`config.mk`:
```
export PLATFORM = sky130hd
export DESIGN_NAME = deque_with_key_search
export DESIGN_NICKNAME = d
export VERILOG_FILES = /design/src/rtl/core/dqks_pkg.sv /design/src/rtl/core/dqks_cell.sv /design/src/rtl/core/deque_with_key_search.sv
export SDC_FILE = /design/constraint.sdc
export NUM_CORES = 2
export LEC_CHECK = 0
export ABC_CLOCK_PERIOD_IN_PS = 49800
export BUFFER_PORTS_ARGS = -buffer_cell sky130_fd_sc_hd__buf_2
export CAP_MARGIN = 10
export CORE_MARGIN = 5
export CORE_UTILIZATION = 45
export DETAILED_ROUTE_END_ITERATION = 8
export PLACE_DENSITY = 0.66
export SYNTH_ARGS = -nofsm -noshare
export SYNTH_HDL_FRONTEND = slang
export SYNTH_SLANG_ARGS = --single-unit
```
`constraint.sdc`:
```
create_clock -name clk -period 49.8 [get_ports clk]
set_clock_uncertainty 0.05 [all_clocks]
set_input_delay 2.49 -clock clk [delete_from_list [all_inputs] [get_ports clk]]
set_output_delay 2.49 -clock clk [all_outputs]
set_load 0.05 [all_outputs]
```
`src/rtl/core/dqks_pkg.sv`:
```
// Shared types and constants for the deque with key search.
// No dependencies; every other file in rtl/core imports this package.
package dqks_pkg;

    localparam int CAPACITY = 64;
    localparam int IDX_W    = (CAPACITY > 1) ? $clog2(CAPACITY) : 1;
    localparam int CNT_W    = $clog2(CAPACITY + 1);
    localparam int DATA_W   = 32;
    localparam int POS_W    = 7;
    localparam int CMD_W    = 3;
    localparam int STAT_W   = 2;
    localparam int TDATA_IN_W  = 32;
    localparam int TDATA_OUT_W = 40;
    localparam int TUSER_OUT_W = 3;

    typedef enum logic [CMD_W-1:0] {
        CMD_INS_HEAD = 3'd0,
        CMD_INS_TAIL = 3'd1,
        CMD_REM_HEAD = 3'd2,
        CMD_REM_TAIL = 3'd3,
        CMD_SEARCH   = 3'd4
    } cmd_t;

    typedef enum logic [STAT_W-1:0] {
        STAT_OK    = 2'd0,
        STAT_EMPTY = 2'd1,
        STAT_FULL  = 2'd2
    } status_t;

    typedef enum logic {
        ST_IDLE = 1'b0,
        ST_WALK = 1'b1
    } state_t;

    // shift_fwd: every cell takes its successor (toward the head)
    // shift_bwd: every cell takes its predecessor (away from the head)
    typedef struct packed {
        logic shift_fwd;
        logic shift_bwd;
    } cell_ctl_t;

    typedef struct packed {
        status_t                   status;
        logic signed [DATA_W-1:0]  out_value;
        logic                      found;
        logic [POS_W-1:0]          position;
    } result_t;

endpackage

```
`src/rtl/core/dqks_cell.sv`:
```
// One storage cell of the deque ring: a word register that loads from either neighbor.
// Depends on dqks_pkg.
module dqks_cell (
    input  logic                               clk,
    input  dqks_pkg::cell_ctl_t                ctl,
    input  logic signed [dqks_pkg::DATA_W-1:0] from_prev,
    input  logic signed [dqks_pkg::DATA_W-1:0] from_next,
    output logic signed [dqks_pkg::DATA_W-1:0] data
);
    import dqks_pkg::*;

    logic signed [DATA_W-1:0] data_reg;
    logic signed [DATA_W-1:0] data_next;

    always_comb
    begin
        priority if (ctl.shift_fwd)
        begin
            data_next = from_next;
        end
        else if (ctl.shift_bwd)
        begin
            data_next = from_prev;
        end
        else
        begin
            data_next = data_reg;
        end
    end

    always_ff @(posedge clk)
    begin
        data_reg <= data_next;
    end

    assign data = data_reg;

endmodule

```
`src/rtl/core/deque_with_key_search.sv`:
```
// Channel | Dir | tdata                          | tuser
// s       | in  | [31:0] value                   | [2:0] cmd
// m       | out | [31:0] out_value, [38:32] pos  | [1:0] status, [2] found
//
// Head insert, head remove, unused codes and any command that fails on an empty or full
// queue finish in the cycle the request is accepted. Tail insert, tail remove and search
// go on in ST_WALK while the cell ring makes one full revolution past cell 0.
// One request is in work at a time; a new one is taken once the result register is free
// or being drained. Reset (rst_n, async, low) empties the queue; cell contents are unset.
// Top level of the deque; depends on dqks_pkg and dqks_cell.
module deque_with_key_search (
    input  logic                                clk,
    input  logic                                rst_n,
    input  logic                                s_tvalid,
    output logic                                s_tready,
    input  logic [dqks_pkg::TDATA_IN_W-1:0]     s_tdata,   // [31:0] value
    input  logic [dqks_pkg::CMD_W-1:0]          s_tuser,   // [2:0] cmd
    output logic                                m_tvalid,
    input  logic                                m_tready,
    output logic [dqks_pkg::TDATA_OUT_W-1:0]    m_tdata,   // [31:0] out_value, [38:32] position
    output logic [dqks_pkg::TUSER_OUT_W-1:0]    m_tuser    // [1:0] status, [2] found
);
    import dqks_pkg::*;

    logic signed [DATA_W-1:0] cell_data [CAPACITY];
    logic signed [DATA_W-1:0] cell_prev [CAPACITY];
    logic signed [DATA_W-1:0] cell_succ [CAPACITY];
    cell_ctl_t                ctl;
    logic signed [DATA_W-1:0] feed;

    state_t                   state_reg, state_next;
    logic [CNT_W-1:0]         count_reg, count_next;
    logic [IDX_W-1:0]         step_reg, step_next;
    cmd_t                     op_reg, op_next;
    logic signed [DATA_W-1:0] key_reg, key_next;
    logic                     hit_reg, hit_next;
    logic [POS_W-1:0]         pos_reg, pos_next;
    logic signed [DATA_W-1:0] tailv_reg, tailv_next;
    result_t                  res_reg, res_next;
    logic                     m_tvalid_reg, m_tvalid_next;

    cmd_t                     cmd;
    logic                     accept;
    logic                     is_full;
    logic                     is_empty;
    logic                     start_walk;
    logic                     last_step;
    logic [CNT_W-1:0]         step_ext;

    assign cmd        = cmd_t'(s_tuser);
    assign s_tready   = (state_reg == ST_IDLE) && (!m_tvalid_reg || m_tready);
    assign accept     = s_tvalid && s_tready;
    assign is_full    = (count_reg == CNT_W'(CAPACITY));
    assign is_empty   = (count_reg == '0);
    assign start_walk = accept && (((cmd == CMD_INS_TAIL) && !is_full) ||
                                   ((cmd == CMD_REM_TAIL) && !is_empty) ||
                                   ((cmd == CMD_SEARCH)   && !is_empty));
    assign step_ext   = CNT_W'(step_reg);
    assign last_step  = (step_reg == IDX_W'(CAPACITY - 1));

    // ring of cells, cell 0 holds the head
    for (genvar i = 0; i < CAPACITY; i++)
    begin : g_cell
        if (i == 0)
        begin : g_first
            assign cell_prev[i] = s_tdata;
        end
        else
        begin : g_prev
            assign cell_prev[i] = cell_data[i-1];
        end
        if (i == CAPACITY - 1)
        begin : g_last
            assign cell_succ[i] = feed;
        end
        else
        begin : g_succ
            assign cell_succ[i] = cell_data[i+1];
        end

        dqks_cell u_cell (
            .clk       (clk),
            .ctl       (ctl),
            .from_prev (cell_prev[i]),
            .from_next (cell_succ[i]),
            .data      (cell_data[i])
        );
    end

    always_comb
    begin
        state_next = state_reg;
        unique case (state_reg)
            ST_IDLE:
            begin
                if (start_walk)
                begin
                    state_next = ST_WALK;
                end
            end
            ST_WALK:
            begin
                if (last_step)
                begin
                    state_next = ST_IDLE;
                end
            end
            default:
            begin
                state_next = ST_IDLE;
            end
        endcase
    end

    always_comb
    begin
        ctl           = '0;
        feed          = cell_data[0];
        count_next    = count_reg;
        step_next     = step_reg;
        op_next       = op_reg;
        key_next      = key_reg;
        hit_next      = hit_reg;
        pos_next      = pos_reg;
        tailv_next    = tailv_reg;
        res_next      = res_reg;
        m_tvalid_next = m_tvalid_reg && !m_tready;

        if (accept)
        begin
            res_next        = '0;
            res_next.status = STAT_OK;
            m_tvalid_next   = 1'b1;
            step_next       = '0;
            op_next         = cmd;
            key_next        = s_tdata;
            hit_next        = 1'b0;
            pos_next        = '0;
            tailv_next      = '0;
            unique case (cmd)
                CMD_INS_HEAD:
                begin
                    if (is_full)
                    begin
                        res_next.status = STAT_FULL;
                    end
                    else
                    begin
                        ctl.shift_bwd = 1'b1;
                        count_next    = count_reg + CNT_W'(1);
                    end
                end
                CMD_INS_TAIL:
                begin
                    if (is_full)
                    begin
                        res_next.status = STAT_FULL;
                    end
                    else
                    begin
                        m_tvalid_next = 1'b0;
                    end
                end
                CMD_REM_HEAD:
                begin
                    if (is_empty)
                    begin
                        res_next.status = STAT_EMPTY;
                    end
                    else
                    begin
                        res_next.out_value = cell_data[0];
                        ctl.shift_fwd      = 1'b1;
                        count_next         = count_reg - CNT_W'(1);
                    end
                end
                CMD_REM_TAIL:
                begin
                    if (is_empty)
                    begin
                        res_next.status = STAT_EMPTY;
                    end
                    else
                    begin
                        m_tvalid_next = 1'b0;
                    end
                end
                CMD_SEARCH:
                begin
                    res_next.out_value = s_tdata;
                    if (is_empty)
                    begin
                        res_next.status = STAT_EMPTY;
                    end
                    else
                    begin
                        m_tvalid_next = 1'b0;
                    end
                end
                default:
                begin
                    res_next = '0;
                end
            endcase
        end
        else if (state_reg == ST_WALK)
        begin
            // rotate one slot: cell 0 holds entry step_reg in this cycle
            ctl.shift_fwd = 1'b1;
            if ((op_reg == CMD_INS_TAIL) && (step_ext == count_reg))
            begin
                feed = key_reg;
            end
            if ((op_reg == CMD_REM_TAIL) && (step_ext == count_reg - CNT_W'(1)))
            begin
                tailv_next = cell_data[0];
            end
            if ((op_reg == CMD_SEARCH) && !hit_reg && (step_ext < count_reg) &&
                (cell_data[0] == key_reg))
            begin
                hit_next = 1'b1;
                pos_next = POS_W'(step_ext + CNT_W'(1));
            end
            step_next = step_reg + IDX_W'(1);

            if (last_step)
            begin
                res_next        = '0;
                res_next.status = STAT_OK;
                m_tvalid_next   = 1'b1;
                unique case (op_reg)
                    CMD_INS_TAIL:
                    begin
                        count_next = count_reg + CNT_W'(1);
                    end
                    CMD_REM_TAIL:
                    begin
                        res_next.out_value = tailv_next;
                        count_next         = count_reg - CNT_W'(1);
                    end
                    CMD_SEARCH:
                    begin
                        res_next.out_value = key_reg;
                        res_next.found     = hit_next;
                        res_next.position  = pos_next;
                    end
                    default:
                    begin
                        res_next = '0;
                    end
                endcase
            end
        end
    end

    always_ff @(posedge clk or negedge rst_n)
    begin
        if (!rst_n)
        begin
            state_reg    <= ST_IDLE;
            count_reg    <= '0;
            step_reg     <= '0;
            m_tvalid_reg <= 1'b0;
        end
        else
        begin
            state_reg    <= state_next;
            count_reg    <= count_next;
            step_reg     <= step_next;
            m_tvalid_reg <= m_tvalid_next;
        end
    end

    always_ff @(posedge clk)
    begin
        op_reg    <= op_next;
        key_reg   <= key_next;
        hit_reg   <= hit_next;
        pos_reg   <= pos_next;
        tailv_reg <= tailv_next;
        res_reg   <= res_next;
    end

    assign m_tvalid = m_tvalid_reg;
    assign m_tdata  = {1'b0, res_reg.position, res_reg.out_value};
    assign m_tuser  = {res_reg.found, res_reg.status};

endmodule

```
==> run summary <==
Resize count post-CTS: 0
Max_cap viols: 0
Initial antenna violation count: 11
CP startpoint kind: primary input
Leak: 0.0348 uW
Area Overhead vs Synth: 9.45%
CTS Buf Count: 214
RR Startpoint: state_reg
CTS root buffer: clkbuf_16
Top Ports: 84
Max Fclk: 120 MHz
Vias: 43200
RePlAce Congestion: 0.820
Final setup vio count: 0
Initial Util: 45.1%
Number of routed nets with antenna violations: 0
Seq cells post-synth: 2180
Outcome: finished clean
I/O Buffers: 82
Fin area: 103000 um^2
Primary FF master, synth: edfxtp_1
H-tree depth: 4
Hold_buf cts: 0
Clock Latency Late Sink: 0.84 ns
Cell area power density: 70.2 nW/um^2
Worst Hold Class: reg2reg
Hold depth: 2
Pin count of the biggest net entering global routing: 214
Die area: 219000 um^2
Worst Max-Slew Pin Slew: 1.33 ns
Clk slew on worst S/H paths: 0.06 ns
CP Class: in2reg
Slew Limit Fails: 0
Post-CTS setup buffer count: 0
Worst hold start: pos_reg[0]
Post-Syn Area per Cell: 18.5 um^2
Die Wd: 468 um
Core area: 209000 um^2
Cell family with most CP delay: buffers and inverters
Vias in the first global route: 44900
Row count: 168
Worst reg2reg path depth: 12
Syn. warnings: 0
Cells after Synth: 5106
FILL cells: 17100
CP bufs+invs: 8
Fin. Hold Viols: 0
Share of layout cells above drive strength 1: 38.9%
Worst-path cell chain: buf_2, nor2b_1, nor2_1, nand2_1, buf_4, inv_2, nand3_1, nand2_8, buf_4, buf_12, buf_4, buf_4, buf_4
DRC: 0
Max reg flops: 2048
Most frequent cells in the layout: 2117 x edfxtp_1, 1585 x mux2_2, 412 x mux2_1
Final period util: 16.7%
TritonRoute pass-1 iters: 5
Placed Cells: 7753
Post-synth net total: 5155
Setup crit start: m_tready
Setup_tns: 0 ns
Fin crit period: 8.33 ns
Average wire per standard cell: 17.9 um
Post-DP HPWL: 86900 um
RSZ-0062 raised after global routing: no
CP Capture Type: register
Final std cells w/o fill: 8154
Global-route wire length before repair: 239000 um
Fin nets: 5214
Mapped Area: 94300 um^2
CP Data Arrival Time: 8.70 ns
Final worst setup slack: 41.47 ns
Pwr Total: 7250 uW
Initial DRC count: 3704
Die height: 468 um
Drt total wl: 146000 um
Via/cell ratio: 5.30
CTS max path bufs: 3
CTS tree: built
Post-synthesis sequential area ratio: 68.8%
Ys async rst share: 0.688%
IR drop worst, VDD: 52.3 uV
WP depth: 13
Yosys cell types: 64
Dpl ws: 40.61 ns
Most common cell after layout, fill and taps aside: edfxtp_1
Max incr delay on CP: 0.99 ns
CP max FO: 184
Clock Sinks: 2180
Worst slew margin: 11.1%
Placed instance area: 96500 um^2
Number of synthesized flops with an enable pin: 2117
Most frequent CP cell: buf_4
Slowest-stage cell, CP: buf_4
Total track usage: 13.0%
CP Data Required Time: 50.17 ns
Overflow after GRT: 0
-- worst register-to-register path: stages, from the launching register on --
cell	delay [ns]
dfrtp_1	0.36
buf_4	0.31
nor2_1	0.25
nand2_1	0.08
buf_4	0.30
inv_2	0.12
nand3_1	0.16
nand2_8	0.65
buf_4	0.81
buf_12	0.71
buf_4	1.23
buf_4	1.02
buf_4	0.80
-- cells in the mapped netlist (all sizes together) (2+ instances only) --
| master | n | area [um^2] |
|---|---|---|
| nor2b | 5 | 31.3 |
| mux2 | 2018 | 22800 |
| or3 | 7 | 58.8 |
| mux2i | 40 | 400 |
| nor4 | 23 | 193 |
| dfxtp | 48 | 961 |
| nand3b | 3 | 22.5 |
| clkbuf | 40 | 151 |
| o311ai | 31 | 272 |
| nor3b | 2 | 20.0 |
| a2bb2oi | 33 | 289 |
| nor2 | 9 | 33.8 |
| nand4 | 69 | 432 |
| or4 | 3 | 22.5 |
| a31oi | 6 | 37.5 |
| buf | 253 | 2230 |
| o31ai | 4 | 43.8 |
| nand2 | 69 | 259 |
| xor2 | 32 | 280 |
| a21oi | 9 | 45.0 |
| a32oi | 2 | 17.5 |
| a32o | 2 | 20.0 |
| nor3 | 5 | 25.0 |
| a21o | 2 | 15.0 |
| and2 | 2 | 12.5 |
| o211ai | 33 | 348 |
| edfxtp | 2117 | 63600 |
| o21ai | 49 | 245 |
| a22oi | 34 | 255 |
| nand3 | 48 | 240 |
| dfrtp | 15 | 375 |
| and4 | 3 | 26.3 |
| or2 | 4 | 25.0 |
| xnor2 | 18 | 158 |
| inv | 45 | 169 |
| ha | 10 | 125 |
-- metrics by stage --
step                      hold slack, ns  util (%)
after floorplan                    0.384         -
after global placement             0.394      46.1
after detailed placement           0.396      46.1
after CTS                          0.408      49.3
after global routing               0.436      49.4
final                              0.412      49.4
-- logic make-up after synthesis --
logic type               Yosys count  synth area share [%]
AO/OA/AOI/OAI                    213                  1.77
other                              1               0.00398
adder cells (fa/ha/maj)           10                 0.133
buffers and inverters            338                  2.71
XOR/XNOR                          50                 0.464
AND/OR/NAND/NOR                  256                  1.52
multiplexers                    2058                  24.6
flip-flops                      2180                  68.8
-- per-layer routing --
metal / GRT usage, % / vias to the layer above / share of wire, %
li1: - / 20400 / -
met1: 17.8 / 21800 / 46
met5: 0 / - / 0.038
met2: 20.9 / 656 / 47
met3: 2.78 / 278 / 4.1
met4: 4.38 / 10 / 3.0
-- final cells by class --
type,instances,area (um^2),share of cell area [%]
antenna,5,12.5,0.0121
clock buffer,263,5560,5.39
clock inverter,132,1180,1.15
inverter,45,169,0.164
multi-input combinational,2588,27000,26.1
sequential,2180,64900,62.9
tap,2805,3510,3.40
timing repair buffer,136,948,0.919
-- power breakdown --
group / switching [uW] / internal [uW] / leakage (uW)
Combinational: 801 / 989 / 0.00929
Sequential: 487 / 3430 / 0.0222
Clock: 679 / 868 / 0.00330
-- path summary, 6_finish.rpt --
check,to,slack (ns)
min in group asynchronous,count_reg[6],1.52
worst max register to register,g_cell[25].u_cell.data[5],42.52
worst max-delay path,g_cell[25].u_cell.data[5],41.47
max in group asynchronous,state_reg,47.86
worst min register to register,pos_reg[0],0.41
worst min-delay path,pos_reg[0],0.41
Power figures use the tool's default switching activity.
